## src/rtl/core/lmcr_pkg.sv

```systemverilog
// Shared types, constants and helpers of the LED matrix chain refresh core.
`timescale 1ns / 1ps
`default_nettype none
package lmcr_pkg;

  localparam int MAX_DISPLAYS                = 8;
  localparam int DEFAULT_REFRESH_PERIOD_LOG2 = 10;
  localparam int STORE_DEPTH                 = 64;
  localparam int IDX_W                       = 6;
  localparam int ROWS                        = 8;
  localparam int ROW_W                       = 3;
  localparam int DISP_W                      = 3;
  localparam int CNT_W                       = 4;
  localparam int BYTE_W                      = 8;
  localparam int WORD_W                      = 16;
  localparam int OP_W                        = 2;
  localparam int CFG_ADDR_W                  = 4;
  localparam int CFG_DATA_W                  = 32;

  localparam logic [1:0] REG_REFRESH_ENABLE  = 2'd0;
  localparam logic [1:0] REG_DISPLAY_COUNT   = 2'd1;
  localparam logic [1:0] REG_FLIP_HORIZONTAL = 2'd2;
  localparam logic [1:0] REG_FLIP_VERTICAL   = 2'd3;

  typedef enum logic [OP_W-1:0] {
    OP_WRITE = 2'd0,
    OP_TICK  = 2'd1,
    OP_RAW   = 2'd2
  } op_t;

  typedef enum logic [1:0] {
    ST_IDLE,
    ST_RUN,
    ST_RAW
  } state_t;

  typedef struct packed {
    logic              refresh_enable;
    logic [CNT_W-1:0]  display_count;
    logic              flip_horizontal;
    logic              flip_vertical;
  } cfg_t;

  typedef struct packed {
    logic wr_en;
    logic tick;
    logic start;
    logic adv;
    logic raw_cap;
    logic raw_load;
  } ctl_cmd_t;

  typedef struct packed {
    logic fire;
    logic out_free;
    logic last_pos;
  } dp_stat_t;

  function automatic logic [BYTE_W-1:0] reverse_byte(input logic [BYTE_W-1:0] v);
    logic [BYTE_W-1:0] r;
    for (int i = 0; i < BYTE_W; i++) begin
      r[i] = v[BYTE_W-1-i];
    end
    return r;
  endfunction

endpackage
`default_nettype wire

```

## src/rtl/core/lmcr_if.sv

```systemverilog
// Request and result channel interfaces of the LED matrix chain refresh core.
`timescale 1ns / 1ps
`default_nettype none
interface lmcr_in_if;
  import lmcr_pkg::*;

  logic              valid;
  logic              ready;
  logic [OP_W-1:0]   op;
  logic [IDX_W-1:0]  byte_index;
  logic [BYTE_W-1:0] byte_value;
  logic [WORD_W-1:0] raw_word;
  logic              release_select;

  modport source (
    output valid, op, byte_index, byte_value, raw_word, release_select,
    input  ready
  );
  modport sink (
    input  valid, op, byte_index, byte_value, raw_word, release_select,
    output ready
  );
endinterface

interface lmcr_out_if;
  import lmcr_pkg::*;

  logic              valid;
  logic              ready;
  logic [WORD_W-1:0] word;
  logic              row_end;
  logic              last;

  modport source (
    output valid, word, row_end, last,
    input  ready
  );
  modport sink (
    input  valid, word, row_end, last,
    output ready
  );
endinterface
`default_nettype wire

```

## src/rtl/core/lmcr_ram.sv

```systemverilog
// Generic simple dual-port RAM with registered read data.
`timescale 1ns / 1ps
`default_nettype none
module lmcr_ram #(
  parameter int WIDTH = 8,
  parameter int DEPTH = 64
) (
  input  wire logic                     clk,
  input  wire logic                     we,
  input  wire logic [$clog2(DEPTH)-1:0] waddr,
  input  wire logic [WIDTH-1:0]         wdata,
  input  wire logic [$clog2(DEPTH)-1:0] raddr,
  output logic [WIDTH-1:0]              rdata
);

  logic [WIDTH-1:0] mem [DEPTH];

  always_ff @(posedge clk) begin
    if (we) begin
      mem[waddr] <= wdata;
    end
    rdata <= mem[raddr];
  end

endmodule
`default_nettype wire

```

## src/rtl/core/lmcr_datapath.sv

```systemverilog
// Datapath: frame store, tick counter, refresh position counters and result register.
`timescale 1ns / 1ps
`default_nettype none
module lmcr_datapath #(
  parameter int REFRESH_PERIOD_LOG2 = lmcr_pkg::DEFAULT_REFRESH_PERIOD_LOG2
) (
  input  wire logic                          clk,
  input  wire logic                          rst_n,
  input  wire lmcr_pkg::cfg_t                cfg,
  input  wire lmcr_pkg::ctl_cmd_t            cmd,
  output lmcr_pkg::dp_stat_t                 stat,
  input  wire logic [lmcr_pkg::IDX_W-1:0]    byte_index,
  input  wire logic [lmcr_pkg::BYTE_W-1:0]   byte_value,
  input  wire logic [lmcr_pkg::WORD_W-1:0]   raw_word,
  input  wire logic                          release_select,
  output logic                               out_valid,
  input  wire logic                          out_ready,
  output logic [lmcr_pkg::WORD_W-1:0]        out_word,
  output logic                               out_row_end,
  output logic                               out_last
);
  import lmcr_pkg::*;

  localparam int TICK_W = (REFRESH_PERIOD_LOG2 == 0) ? 1 : REFRESH_PERIOD_LOG2;
  localparam logic [CNT_W-1:0] MaxDisp = CNT_W'(MAX_DISPLAYS);
  localparam logic [ROW_W-1:0] LastRow = ROW_W'(ROWS - 1);

  logic [TICK_W-1:0]      tick_cnt_r, tick_cnt_nxt;
  logic [IDX_W-1:0]       pos_r, pos_nxt;
  logic [ROW_W-1:0]       row_r, row_nxt;
  logic [DISP_W-1:0]      disp_r, disp_nxt;
  logic [STORE_DEPTH-1:0] ent_vld_r, ent_vld_nxt;
  logic                   rd_vld_r;
  logic [WORD_W-1:0]      raw_hold_r;
  logic                   rel_hold_r;
  logic                   out_valid_r, out_valid_nxt;
  logic [WORD_W-1:0]      out_word_r, out_word_nxt;
  logic                   out_row_end_r, out_row_end_nxt;
  logic                   out_last_r, out_last_nxt;

  logic [CNT_W-1:0]  n_sat;
  logic [IDX_W-1:0]  total_m1;
  logic [IDX_W-1:0]  pos_sel;
  logic [IDX_W-1:0]  raddr;
  logic [BYTE_W-1:0] rdata;
  logic [BYTE_W-1:0] byte_sel;
  logic [BYTE_W-1:0] byte_out;
  logic [3:0]        row_addr;
  logic              disp_last;
  logic              mirror;

  assign n_sat     = (cfg.display_count > MaxDisp) ? MaxDisp : cfg.display_count;
  assign total_m1  = IDX_W'({n_sat, 3'b000} - 7'd1);
  assign disp_last = ({1'b0, disp_r} == (n_sat - 4'd1));
  assign mirror    = cfg.flip_horizontal ^ cfg.flip_vertical;

  assign pos_sel = cmd.start ? '0 : (cmd.adv ? (pos_r + 6'd1) : pos_r);
  assign raddr   = cfg.flip_horizontal ? (total_m1 - pos_sel) : pos_sel;

  lmcr_ram #(
    .WIDTH (BYTE_W),
    .DEPTH (STORE_DEPTH)
  ) u_store (
    .clk   (clk),
    .we    (cmd.wr_en),
    .waddr (byte_index),
    .wdata (byte_value),
    .raddr (raddr),
    .rdata (rdata)
  );

  assign byte_sel = rd_vld_r ? rdata : '0;
  assign byte_out = cfg.flip_horizontal ? reverse_byte(byte_sel) : byte_sel;
  assign row_addr = mirror ? (4'd8 - {1'b0, row_r}) : ({1'b0, row_r} + 4'd1);

  always_comb begin
    tick_cnt_nxt = tick_cnt_r;
    if (cmd.tick) begin
      tick_cnt_nxt = (REFRESH_PERIOD_LOG2 == 0) ? '0 : tick_cnt_r + 1'b1;
    end
  end

  always_comb begin
    ent_vld_nxt = ent_vld_r;
    if (cmd.wr_en) begin
      ent_vld_nxt[byte_index] = 1'b1;
    end
  end

  always_comb begin
    pos_nxt  = pos_r;
    row_nxt  = row_r;
    disp_nxt = disp_r;
    if (cmd.start) begin
      pos_nxt  = '0;
      row_nxt  = '0;
      disp_nxt = '0;
    end else if (cmd.adv) begin
      pos_nxt = pos_r + 6'd1;
      if (disp_last) begin
        disp_nxt = '0;
        row_nxt  = row_r + 3'd1;
      end else begin
        disp_nxt = disp_r + 3'd1;
      end
    end
  end

  always_comb begin
    out_valid_nxt   = out_valid_r;
    out_word_nxt    = out_word_r;
    out_row_end_nxt = out_row_end_r;
    out_last_nxt    = out_last_r;
    if (out_ready) begin
      out_valid_nxt = 1'b0;
    end
    if (cmd.adv) begin
      out_valid_nxt   = 1'b1;
      out_word_nxt    = {4'h0, row_addr, byte_out};
      out_row_end_nxt = disp_last;
      out_last_nxt    = disp_last && (row_r == LastRow);
    end else if (cmd.raw_load) begin
      out_valid_nxt   = 1'b1;
      out_word_nxt    = raw_hold_r;
      out_row_end_nxt = rel_hold_r;
      out_last_nxt    = 1'b1;
    end
  end

  always_ff @(posedge clk) begin
    if (!rst_n) begin
      tick_cnt_r  <= '0;
      ent_vld_r   <= '0;
      out_valid_r <= 1'b0;
    end else begin
      tick_cnt_r  <= tick_cnt_nxt;
      ent_vld_r   <= ent_vld_nxt;
      out_valid_r <= out_valid_nxt;
    end
  end

  always_ff @(posedge clk) begin
    pos_r         <= pos_nxt;
    row_r         <= row_nxt;
    disp_r        <= disp_nxt;
    rd_vld_r      <= ent_vld_r[raddr];
    out_word_r    <= out_word_nxt;
    out_row_end_r <= out_row_end_nxt;
    out_last_r    <= out_last_nxt;
    if (cmd.raw_cap) begin
      raw_hold_r <= raw_word;
      rel_hold_r <= release_select;
    end
  end

  assign stat.fire     = (tick_cnt_r == '0) && cfg.refresh_enable && (n_sat != '0);
  assign stat.out_free = !out_valid_r || out_ready;
  assign stat.last_pos = disp_last && (row_r == LastRow);

  assign out_valid   = out_valid_r;
  assign out_word    = out_word_r;
  assign out_row_end = out_row_end_r;
  assign out_last    = out_last_r;

endmodule
`default_nettype wire

```

## src/rtl/core/lmcr_ctrl.sv

```systemverilog
// Controller: request decode and refresh sequencing state machine.
`timescale 1ns / 1ps
`default_nettype none
module lmcr_ctrl (
  input  wire logic                        clk,
  input  wire logic                        rst_n,
  input  wire logic                        in_valid,
  output logic                             in_ready,
  input  wire logic [lmcr_pkg::OP_W-1:0]   op,
  input  wire lmcr_pkg::dp_stat_t          stat,
  output lmcr_pkg::ctl_cmd_t               cmd
);
  import lmcr_pkg::*;

  state_t state_r, state_nxt;

  always_comb begin
    state_nxt = state_r;
    unique case (state_r)
      ST_IDLE: begin
        if (in_valid) begin
          unique case (op)
            OP_TICK: begin
              if (stat.fire) begin
                state_nxt = ST_RUN;
              end
            end
            OP_RAW:  state_nxt = ST_RAW;
            default: state_nxt = ST_IDLE;
          endcase
        end
      end
      ST_RUN: begin
        if (stat.out_free && stat.last_pos) begin
          state_nxt = ST_IDLE;
        end
      end
      ST_RAW: begin
        if (stat.out_free) begin
          state_nxt = ST_IDLE;
        end
      end
      default: state_nxt = ST_IDLE;
    endcase
  end

  always_comb begin
    cmd      = '0;
    in_ready = 1'b0;
    unique case (state_r)
      ST_IDLE: begin
        in_ready = 1'b1;
        if (in_valid) begin
          unique case (op)
            OP_WRITE: cmd.wr_en = 1'b1;
            OP_TICK: begin
              cmd.tick  = 1'b1;
              cmd.start = stat.fire;
            end
            OP_RAW:  cmd.raw_cap = 1'b1;
            default: cmd = '0;
          endcase
        end
      end
      ST_RUN:  cmd.adv      = stat.out_free;
      ST_RAW:  cmd.raw_load = stat.out_free;
      default: cmd = '0;
    endcase
  end

  always_ff @(posedge clk) begin
    if (!rst_n) begin
      state_r <= ST_IDLE;
    end else begin
      state_r <= state_nxt;
    end
  end

endmodule
`default_nettype wire

```

## src/rtl/core/led_matrix_chain_refresh_core.sv

```systemverilog
// Top level of the LED matrix chain refresh core: configuration port and wiring.
`timescale 1ns / 1ps
`default_nettype none
// Keeps 8 row bytes per display for a chain of up to eight 8x8 LED matrix
// displays and turns requests into 16-bit words (row address in bits 11:8, row
// byte in bits 7:0) for a serial pin stage. A write request is stored as it is taken; a
// raw-word request is captured and then loaded into the result register as one
// word. A tick request that fires a refresh yields 8*n words (n = displays,
// saturated at eight) at one word per cycle while the result side keeps up,
// once the first byte has been fetched; the single read port of the 64-byte frame
// store sets that pace. No request is taken while words of a refresh or a raw
// word are still being produced. The frame store reads as zero after reset
// until written, with no clearing pass. Registers are written over the APB
// port at byte addresses 0, 4, 8 and 12: enable, display count, horizontal
// flip, vertical flip.
module led_matrix_chain_refresh_core #(
  parameter int REFRESH_PERIOD_LOG2 = lmcr_pkg::DEFAULT_REFRESH_PERIOD_LOG2
) (
  input  wire logic                              clk,
  input  wire logic                              rst_n,
  lmcr_in_if.sink                                in_req,
  lmcr_out_if.source                             out_rsp,
  input  wire logic                              psel,
  input  wire logic                              penable,
  input  wire logic                              pwrite,
  input  wire logic [lmcr_pkg::CFG_ADDR_W-1:0]   paddr,
  input  wire logic [lmcr_pkg::CFG_DATA_W-1:0]   pwdata,
  output logic [lmcr_pkg::CFG_DATA_W-1:0]        prdata,
  output logic                                   pready
);
  import lmcr_pkg::*;

  cfg_t     cfg_r, cfg_nxt;
  ctl_cmd_t ctl_cmd;
  dp_stat_t dp_stat;
  logic     in_ready;
  logic     out_valid;
  logic     out_row_end;
  logic     out_last;
  logic [WORD_W-1:0] out_word;

  assign pready = 1'b1;

  always_comb begin
    cfg_nxt = cfg_r;
    if (psel && penable && pwrite) begin
      unique case (paddr[3:2])
        REG_REFRESH_ENABLE:  cfg_nxt.refresh_enable  = pwdata[0];
        REG_DISPLAY_COUNT:   cfg_nxt.display_count   = pwdata[CNT_W-1:0];
        REG_FLIP_HORIZONTAL: cfg_nxt.flip_horizontal = pwdata[0];
        REG_FLIP_VERTICAL:   cfg_nxt.flip_vertical   = pwdata[0];
        default:             cfg_nxt = cfg_r;
      endcase
    end
  end

  always_comb begin
    prdata = '0;
    unique case (paddr[3:2])
      REG_REFRESH_ENABLE:  prdata[0]         = cfg_r.refresh_enable;
      REG_DISPLAY_COUNT:   prdata[CNT_W-1:0] = cfg_r.display_count;
      REG_FLIP_HORIZONTAL: prdata[0]         = cfg_r.flip_horizontal;
      REG_FLIP_VERTICAL:   prdata[0]         = cfg_r.flip_vertical;
      default:             prdata = '0;
    endcase
  end

  always_ff @(posedge clk) begin
    if (!rst_n) begin
      cfg_r.refresh_enable  <= 1'b0;
      cfg_r.display_count   <= CNT_W'(1);
      cfg_r.flip_horizontal <= 1'b0;
      cfg_r.flip_vertical   <= 1'b0;
    end else begin
      cfg_r <= cfg_nxt;
    end
  end

  lmcr_ctrl u_ctrl (
    .clk      (clk),
    .rst_n    (rst_n),
    .in_valid (in_req.valid),
    .in_ready (in_ready),
    .op       (in_req.op),
    .stat     (dp_stat),
    .cmd      (ctl_cmd)
  );

  lmcr_datapath #(
    .REFRESH_PERIOD_LOG2 (REFRESH_PERIOD_LOG2)
  ) u_datapath (
    .clk            (clk),
    .rst_n          (rst_n),
    .cfg            (cfg_r),
    .cmd            (ctl_cmd),
    .stat           (dp_stat),
    .byte_index     (in_req.byte_index),
    .byte_value     (in_req.byte_value),
    .raw_word       (in_req.raw_word),
    .release_select (in_req.release_select),
    .out_valid      (out_valid),
    .out_ready      (out_rsp.ready),
    .out_word       (out_word),
    .out_row_end    (out_row_end),
    .out_last       (out_last)
  );

  assign in_req.ready    = in_ready;
  assign out_rsp.valid   = out_valid;
  assign out_rsp.word    = out_word;
  assign out_rsp.row_end = out_row_end;
  assign out_rsp.last    = out_last;

  a_no_request_during_refresh: assert property (
    @(posedge clk) disable iff (!rst_n)
    ctl_cmd.adv |-> !in_ready
  ) else $error("request taken while refresh words are produced");

  a_raw_blocks_next: assert property (
    @(posedge clk) disable iff (!rst_n)
    (in_req.valid && in_ready && (in_req.op == OP_RAW)) |=> !in_ready
  ) else $error("raw word request not held before its result");

  a_start_only_on_tick: assert property (
    @(posedge clk) disable iff (!rst_n)
    ctl_cmd.start |-> (ctl_cmd.tick && cfg_r.refresh_enable)
  ) else $error("refresh started without an enabled tick");

  a_single_load: assert property (
    @(posedge clk) disable iff (!rst_n)
    !(ctl_cmd.adv && ctl_cmd.raw_load)
  ) else $error("result register loaded from two sources");

endmodule
`default_nettype wire
```

## src/flat_wrapper.sv

```systemverilog
// flat-port wrapper written by rule: the top's interface ports become plain ports
module led_matrix_chain_refresh_core_flat import lmcr_pkg::*;
#(
  parameter int REFRESH_PERIOD_LOG2 = lmcr_pkg::DEFAULT_REFRESH_PERIOD_LOG2
)
  (clk, rst_n, psel, penable, pwrite, paddr, pwdata, prdata, pready, in_req_valid, in_req_op, in_req_byte_index, in_req_byte_value, in_req_raw_word, in_req_release_select, in_req_ready, out_rsp_valid, out_rsp_word, out_rsp_row_end, out_rsp_last, out_rsp_ready);
  lmcr_in_if in_req_i ();
  lmcr_out_if out_rsp_i ();
  input  wire logic clk;
  input  wire logic rst_n;
  input  wire logic psel;
  input  wire logic penable;
  input  wire logic pwrite;
  input  wire logic [lmcr_pkg::CFG_ADDR_W-1:0] paddr;
  input  wire logic [lmcr_pkg::CFG_DATA_W-1:0] pwdata;
  output logic [lmcr_pkg::CFG_DATA_W-1:0] prdata;
  output logic pready;
  input wire logic [$bits(in_req_i.valid)-1:0] in_req_valid;
  input wire logic [$bits(in_req_i.op)-1:0] in_req_op;
  input wire logic [$bits(in_req_i.byte_index)-1:0] in_req_byte_index;
  input wire logic [$bits(in_req_i.byte_value)-1:0] in_req_byte_value;
  input wire logic [$bits(in_req_i.raw_word)-1:0] in_req_raw_word;
  input wire logic [$bits(in_req_i.release_select)-1:0] in_req_release_select;
  output wire logic [$bits(in_req_i.ready)-1:0] in_req_ready;
  output wire logic [$bits(out_rsp_i.valid)-1:0] out_rsp_valid;
  output wire logic [$bits(out_rsp_i.word)-1:0] out_rsp_word;
  output wire logic [$bits(out_rsp_i.row_end)-1:0] out_rsp_row_end;
  output wire logic [$bits(out_rsp_i.last)-1:0] out_rsp_last;
  input wire logic [$bits(out_rsp_i.ready)-1:0] out_rsp_ready;
  assign in_req_i.valid = in_req_valid;
  assign in_req_i.op = in_req_op;
  assign in_req_i.byte_index = in_req_byte_index;
  assign in_req_i.byte_value = in_req_byte_value;
  assign in_req_i.raw_word = in_req_raw_word;
  assign in_req_i.release_select = in_req_release_select;
  assign in_req_ready = in_req_i.ready;
  assign out_rsp_valid = out_rsp_i.valid;
  assign out_rsp_word = out_rsp_i.word;
  assign out_rsp_row_end = out_rsp_i.row_end;
  assign out_rsp_last = out_rsp_i.last;
  assign out_rsp_i.ready = out_rsp_ready;
  led_matrix_chain_refresh_core #(.REFRESH_PERIOD_LOG2(REFRESH_PERIOD_LOG2)) u_core (.clk(clk), .rst_n(rst_n), .in_req(in_req_i), .out_rsp(out_rsp_i), .psel(psel), .penable(penable), .pwrite(pwrite), .paddr(paddr), .pwdata(pwdata), .prdata(prdata), .pready(pready));
endmodule
```

## config.mk

```make
export PLATFORM = sky130hd
export DESIGN_NAME = led_matrix_chain_refresh_core_flat
export DESIGN_NICKNAME = d
export VERILOG_FILES = /design/src/rtl/core/lmcr_pkg.sv /design/src/rtl/core/lmcr_if.sv /design/src/rtl/core/lmcr_ram.sv /design/src/rtl/core/lmcr_datapath.sv /design/src/rtl/core/lmcr_ctrl.sv /design/src/rtl/core/led_matrix_chain_refresh_core.sv /design/src/flat_wrapper.sv
export SDC_FILE = /design/constraint.sdc
export NUM_CORES = 1
export LEC_CHECK = 0
export ABC_AREA = 1
export BUFFER_PORTS_ARGS = -buffer_cell sky130_fd_sc_hd__buf_2
export CORE_MARGIN = 1
export CORE_UTILIZATION = 35
export CTS_CLUSTER_DIAMETER = 100
export CTS_CLUSTER_SIZE = 10
export DETAILED_ROUTE_END_ITERATION = 6
export GPL_TIMING_DRIVEN = 0
export PLACE_DENSITY_LB_ADDON = 0.12
export SETUP_SLACK_MARGIN = 0.02
export SYNTH_ARGS = -nofsm -noshare
export SYNTH_HDL_FRONTEND = slang
export SYNTH_HIERARCHICAL = 1
export SYNTH_SLANG_ARGS = --single-unit
```

## constraint.sdc

```tcl
create_clock -name clk -period 3.33 [get_ports clk]
set_input_delay 0.1665 -clock clk [delete_from_list [all_inputs] [get_ports clk]]
set_output_delay 0.1665 -clock clk [all_outputs]
set_load 0.005 [all_outputs]
```

==> reports/metrics.csv, run 1 <==
metric,value,unit
status,"finished, violations left",
failing checks,setup timing,
Synth warnings,6,
area of the multi-input gates,0.00874,mm^2
flop-to-flop setup slack,-260,ps
startpoint types,flop,
final setup slack of the worst path,-265,ps
vias in the first global route,19940,
Worst setup EP type,flop,
register bit count reported by yosys,652,
HP Class,in2reg,
most frequent CP cell,nand2_2,
IO Count,129,
"Slowest-stage cell, CP",fa_2,
synth-to-layout area growth,22.8,%
PortBufs,66,
die height,284,um
CP Class,reg2reg,
cell family contributing the most delay on the critical path,simple AND/OR/NAND/NOR gates,
Initial Util,0.353,
post-synthesis sequential area ratio,0.662,
DRC,0,
crit path max fanout,6,
final number of hold-violating endpoints,0,
Slew @ Worst Pin,1350,ps
max frequency,278,MHz
overall global routing resource usage,0.220,
post-DR vias/cell,5.11,
clock root buffer,clkbuf_16,
share of post-route cells with drive strength above 1,0.199,
CP required,3820,ps
# setup viols final,61,
maximum VDD drop,0.000388,V
"Data arrival, critical path",4080,ps
Final nets,3033,
slew margin rel.,0.0978,
Max-Cap Viols,0,
final wirelength,89.3,mm
Critical Path Max Stage Delay,460,ps
Yosys cell types,45,
RSZ-0062 raised after global routing,yes,
"Core Util, Final",0.434,
pwr dens,595,mW/mm^2
Initial DRT Pass Iterations,5,
Leak,0.0126,uW
first-pass GRT wire length,132,mm
wire length per cell,22.2,um
GPL Wtd Cong,0.983,
"area leader, netlist",edfxtp_1,
area share of the largest cell type after synthesis,0.584,
register area,0.0185,mm^2
DIE AREA,0.0809,mm^2
Mapped Cells,2651,
DRT antenna net count,0,
Setup Skew,19.5,ps
TritonCTS clock tree,yes,
Clock transition at path regs,50,ps
core box area,0.0790,mm^2
H-tree Lvls,3,
latest clock arrival within the worst-skew pair,620,ps
maximum root-to-sink buffer count,3,
"Power, Total",20400,uW
fin. max-slew vios,0,
largest cells by area after synthesis,"edfxtp_1 58%, nand2_1 11%, nand3_1 9.4%",
antenna cells,0,
vias,20544,
total CTS buffers,75,
post-DP HPWL,58.9,mm
crit path time final,3590,ps
post-synthesis cell area,0.0279,mm^2
cell row count,103,
die width,284,um
total global routing overflow,0,
initial DRC count,1782,
antenna violations before repair,0,
largest net degree at the start of global routing,65,
CTS Sinks,652,
"Buf+Inv Stages, Crit Path",7,
Final period util,1.08,
FILL cells,7461,
syn avg cell area,10.5,um^2
cells along the critical path,nor2_1 -> nand2_1 -> nand2_1 -> nand2_2 -> ha_4 -> a2111oi_4 -> nand4_2 -> inv_2 -> inv_4 -> buf_6 -> nand2_2 -> o21bai_4 -> ha_4 -> fa_2 -> o21ai_4 -> inv_2 -> clkbuf_16 -> inv_12 -> clkbuf_16 -> nand3_4 -> nand3_2 -> nand2_2,
## registers in the layout, indices dropped and copies added (netlist names)
register and count:
u_core/cfg_r 7, u_core/u_datapath/pos_r 6, u_core/u_datapath/u_store/mem 512, u_core/u_datapath/out_valid 1, u_core/u_datapath/out_row_end 1, u_core/u_datapath/row_r 3, u_core/u_datapath/tick_cnt_r 10, u_core/u_datapath/ent_vld_r 64
u_core/u_datapath/rel_hold_r 1, u_core/u_datapath/rd_vld_r 1, u_core/u_datapath/u_store/rdata 8, u_core/u_datapath/disp_r 3, u_core/u_ctrl/state_r 2, u_core/u_datapath/raw_hold_r 16, u_core/u_datapath/out_last 1, u_core/u_datapath/out_word 16
## routing by layer
| metal | vias up | global-route usage | wire, um |
|---|---|---|---|
| met5 | - | 0 | 0 |
| met4 | 0 | 0.0695 | 2860 |
| met3 | 152 | 0.0310 | 5330 |
| met2 | 655 | 0.365 | 42400 |
| met1 | 10127 | 0.297 | 38700 |
| li1 | 9610 | - | - |
## worst reg2reg max path, delay by kind of cell (launching register included)
family | cells | cell delay (ps)
compound gates | 3 | 740
simple gates | 9 | 820
flops | 1 | 320
fa+ha+maj | 3 | 780
buf+inv | 7 | 780
## cells in the final DEF (no fill, tap or decap), types with 23 or more instances in the layout
cell	count
conb_1	29
nor2_2	40
nand3_1	450
a21oi_1	82
edfxtp_1	543
nor2_1	57
clkbuf_16	79
buf_2	75
buf_4	120
dlygate4sd3_1	49
buf_6	66
nand3_2	55
dfxtp_1	106
clkbuf_1	33
o21ai_0	23
nand2_1	809
inv_1	125
## power breakdown
part | switching [uW] | internal [uW] | total (uW)
registers | 41.2 | 8930 | 8970
logic | 2740 | 1390 | 4130
clock network | 3210 | 4090 | 7300
total | 5990 | 14400 | 20400
## synth_stat cells (all sizes together)
master and n:
o21bai 1, conb 2, nand4 26, fa 1, nand3b 1, clkbuf 27, buf 141, inv 143
edfxtp 543, nor4 17, nand3 525, a31oi 2, xor2 4, or2 1, nor3 19, ha 10
a2111oi 1, o211ai 1, nor2 114, xnor2 4, a21oi 84, o21ai 29, o22a 8, a21o 1
nand2 837, dfxtp 109
## metrics by stage
stage / worst slack (ps) / area [um^2] / hold WS [ps] / setup TNS [ps] / cells
finish: -265 / 34300 / 42.2 / -9500 / 4019
global route: -391 / 34300 / 35.9 / -19360 / 4019
CTS: -175 / 33800 / 4.22 / -11430 / 4005
detailed placement: -1270 / 29800 / 345 / -59060 / 3802
global placement: -1290 / 29700 / 345 / -76480 / 3794
floorplan: 24.5 / 28100 / 251 / 0 / 2678
## final timing paths
kind / startpoint / endpoint / cells past startpoint
max: u_core/cfg_r[2] / u_core/u_datapath/u_store/rdata[6] / 22
min: in_req_byte_index[0] / u_core/u_datapath/ent_vld_r[40] / 4
max reg2reg: u_core/cfg_r[2] / u_core/u_datapath/u_store/rdata[6] / 22
min reg2reg: u_core/u_datapath/ent_vld_r[11] / u_core/u_datapath/ent_vld_r[11] / 2
## cell type report
cell class              instances  area share
repair buffers                192      0.0445
well taps                    1050      0.0383
multi-input cells            1715       0.255
clock buffers                  92      0.0566
clock inverters                 8     0.00376
plain buffers                 167      0.0456
inverters                     143      0.0166
flip-flops and latches        652       0.540
## timing repair
item                                    CTS  global route
gates resized for setup                 263            69
cloned                                    3             0
endpoints found under the setup margin  394           332
buffers inserted                         52            16
endpoints found under the hold margin    41             0
hold buffers                             49             0
pin swaps                                37            32
## cells by family after synthesis
kind of cell               count (synthesis)  synth area share
AOI/OAI and AO/OA                        127            0.0249
xor gates and xnor gates                   8           0.00251
adders and majority gates                 11           0.00520
buffers and inverters                    311            0.0622
DFF                                      652             0.662
other                                      2          0.000269
and+or+nand+nor                         1540             0.243
Power figures use the tool's default switching activity.
==> inputs of run 2 (changes only) <==
SYNTH_HIERARCHICAL = default   (was 1)
clock period = 3.5 ns   (was 3.33 ns; I/O delays follow)
==> reports/metrics.csv, run 2 <==
metric,value,unit,change
Leak,0.0142,uW,+13%
Hold WS,26.5,ps,-15.6 ps
Top reg by flops,u_core.u_datapath.u_store.mem,,
Flop pwr share,0.468,,+0.028
Synth warnings,0,,-6
post-DP HPWL,65.1,mm,+11%
die width,290,um,+1.8%
CTS Sinks,652,,unchanged
"Core Util, Final",0.410,,-0.0240
Yosys cell types,40,,-11%
cells along the critical path,inv_1 -> nor2_2 -> inv_1 -> ha_1 -> nand2_1 -> nor2_1 -> nor2_2 -> nand3_2 -> buf_6 -> nand2_4 -> xor2_4 -> buf_2 -> nand3_1 -> nand3_1 -> nand3_1 -> nand3_2 -> nand2_1,,
most frequent cells in the layout,"612 x nand2_1, 607 x nand3_1, 592 x inv_1, 543 x edfxtp_1, 240 x nor2_1",,
Most used DFF post-synth,edfxtp_1,,
Initial Util,0.353,,about the same
DRC,0,,unchanged
first-pass GRT wire length,141,mm,+7.0%
antenna violations before repair,2,,+2
Worst setup EP type,flop,,
maximum root-to-sink buffer count,3,,unchanged
most frequent CP cell,nand3_1,,
switch share,0.269,,-0.0242
most frequent cell after synthesis,nand3_1,,
Largest register FFs,512,,unchanged
final number of hold-violating endpoints,0,,unchanged
share of post-route cells with drive strength above 1,0.106,,-0.0933
Initial DRT Pass Iterations,5,,unchanged
PortBufs,69,,+4.5%
Top Registers,"u_core.u_datapath.u_store.mem: 512 flops, u_core.u_datapath.ent_vld_r: 64 flops",,
Comb pwr share,0.127,,-0.076
HP Class,in2reg,,
overall global routing resource usage,0.236,,+0.0159
largest net degree at the start of global routing,65,,unchanged
vias in the first global route,20615,,+3.4%
area share of the largest cell type after synthesis,0.563,,-0.0210
"Data arrival, critical path",3840,ps,-240 ps
core box area,0.0820,mm^2,+3.8%
Final nets,3327,,+9.7%
Psw,4900,uW,-18%
cell area after layout,0.0336,mm^2,-2.0%
"top cells by count, synth","624 x nand3_1, 612 x nand2_1, 592 x inv_1, 543 x edfxtp_1, 242 x nor2_1",,
post-synthesis cell area,0.0290,mm^2,+3.7%
startpoint types,flop,,
cell row count,105,,+1.9%
DIE AREA,0.0839,mm^2,+3.7%
die height,290,um,+1.8%
clock group share of total power,0.405,,+0.047
"area leader, netlist",edfxtp_1,,
wire length per cell,22.6,um,+1.7%
TritonCTS clock tree,yes,,
status,finished clean,,
Clock transition at path regs,60,ps,about the same
Placement Cell Area,0.0308,mm^2,+3.4%
fin. max-slew vios,0,,unchanged
post-DR vias/cell,4.95,,-3.2%
Post-synth EDFFs,543,,unchanged
register bit count reported by yosys,652,,unchanged
Critical Path Max Stage Delay,430,ps,-30 ps
latest clock arrival within the worst-skew pair,630,ps,about the same
slew margin rel.,0.0923,,-0.00544
pwr dens,541,mW/mm^2,-9.1%
max frequency,297,MHz,+6.8%
RSZ-0062 raised after global routing,no,,
Setup Skew,20.6,ps,+1.08 ps
syn avg cell area,9.55,um^2,-9.3%
Setup TNS Final,0,ps,+9500 ps
crit path max fanout,10,,+4
H-tree Lvls,3,,unchanged
DRT antenna net count,0,,unchanged
internal power,13300,uW,-7.9%
vias,21617,,+5.2%
Max-Cap Viols,0,,unchanged
"Slowest-stage cell, CP",buf_2,,
post-synthesis sequential area ratio,0.639,,-0.0238
maximum VDD drop,0.000316,V,-19%
synth-to-layout area growth,16.0,%,
IO Count,129,,unchanged
post-synthesis async set-or-reset flop share,0,,unchanged
CP Class,reg2reg,,
total global routing overflow,0,,unchanged
crit path time final,3360,ps,-230 ps
largest cells by area after synthesis,"edfxtp_1 56%, nand3_1 11%, nand2_1 7.9%",,
"commonest non-fill, non-tap cell in the layout",nand2_1,,
GPL Wtd Cong,0.911,,-7.4%
total CTS buffers,75,,unchanged
final wirelength,98.8,mm,+11%
# setup viols final,0,,-100%
Final period util,0.961,,-0.118
Mapped Cells,3032,,+14%
CP required,3980,ps,+160 ps
clock root buffer,clkbuf_16,,
initial DRC count,2005,,+13%
Slew @ Worst Pin,1360,ps,+8.16 ps
==> run 2: repair_timing <==
action,4_1_cts,5_1_grt
hold buffers,27,0
buffers inserted,2,2
pin swaps,1,0
resized for setup,25,58
endpoints found under the setup margin,9,9
endpoints found under the hold margin,33,0
==> run 2: final cells by class <==
class / instances / area, um^2
fillers: 8050 / 48400
multi-input cells: 1640 / 7510
well taps: 1070 / 1340
inverters: 603 / 2270
flip-flops and latches: 652 / 18500
repair buffers: 105 / 753
diodes: 1 / 2.50
clock buffers: 133 / 2180
clock inverters: 2 / 17.5
plain buffers: 164 / 1040
==> run 2: power by group through the flow <==
stage	combinational (uW)	clock (uW)	sequential [uW]
2_1_floorplan	1190	0	8660
3_3_place_gp	2170	0	8670
3_5_place_dp	2200	0	8670
4_1_cts	2250	7480	8500
5_1_grt	2480	7760	8510
6_report	2310	7360	8500
==> run 2: final timing paths <==
| check | end | cells past startpoint | slack, ps | from |
|---|---|---|---|---|
| worst max-delay path | u_core.u_datapath.u_store.rdata[7] | 17 | 140 | u_core.cfg_r[3] |
| worst min-delay path | u_core.u_ctrl.state_r[0] | 5 | 30 | in_req_valid |
| worst max register to register | u_core.u_datapath.u_store.rdata[7] | 17 | 140 | u_core.cfg_r[3] |
| worst min register to register | u_core.u_datapath.tick_cnt_r[9] | 1 | 460 | u_core.u_datapath.tick_cnt_r[9] |
==> run 2: through the flow <==
step	power [uW]	worst slack [ps]	std cells
final	18200	136	4370
after global routing	18700	20.2	4369
after CTS	18200	29.8	4367
after detailed placement	10900	-317	4203
after global placement	10800	-656	4198
after floorplan	9840	684	3059
==> run 2: worst max-delay path, delay by kind of cell (launching register included) <==
family                   cells  cell delay [ps]
adder cells (fa/ha/maj)      1              200
buffers and inverters        4              770
flip-flops                   1              350
XOR/XNOR                     1              410
AND/OR/NAND/NOR             11             1470
==> run 2: layer usage <==
layer  global-route usage  up-vias  routed length, um  part of all wire
met4               0.0931        2               3440             0.035
met1                0.310    10457              41900              0.42
li1                     -    10131                  -                 -
met5                    0        -                  6          0.000061
met3               0.0388      187               6810             0.069
met2                0.389      840              46700              0.47
==> run 2: cells by family after synthesis <==
logic type | after synthesis | synth area share
AND/OR/NAND/NOR | 1521 | 0.228
XOR/XNOR | 12 | 0.00519
adder cells (fa/ha/maj) | 10 | 0.00458
AO/OA/AOI/OAI | 68 | 0.0133
flip-flops | 652 | 0.639
other | 2 | 0.000259
buffers and inverters | 767 | 0.110
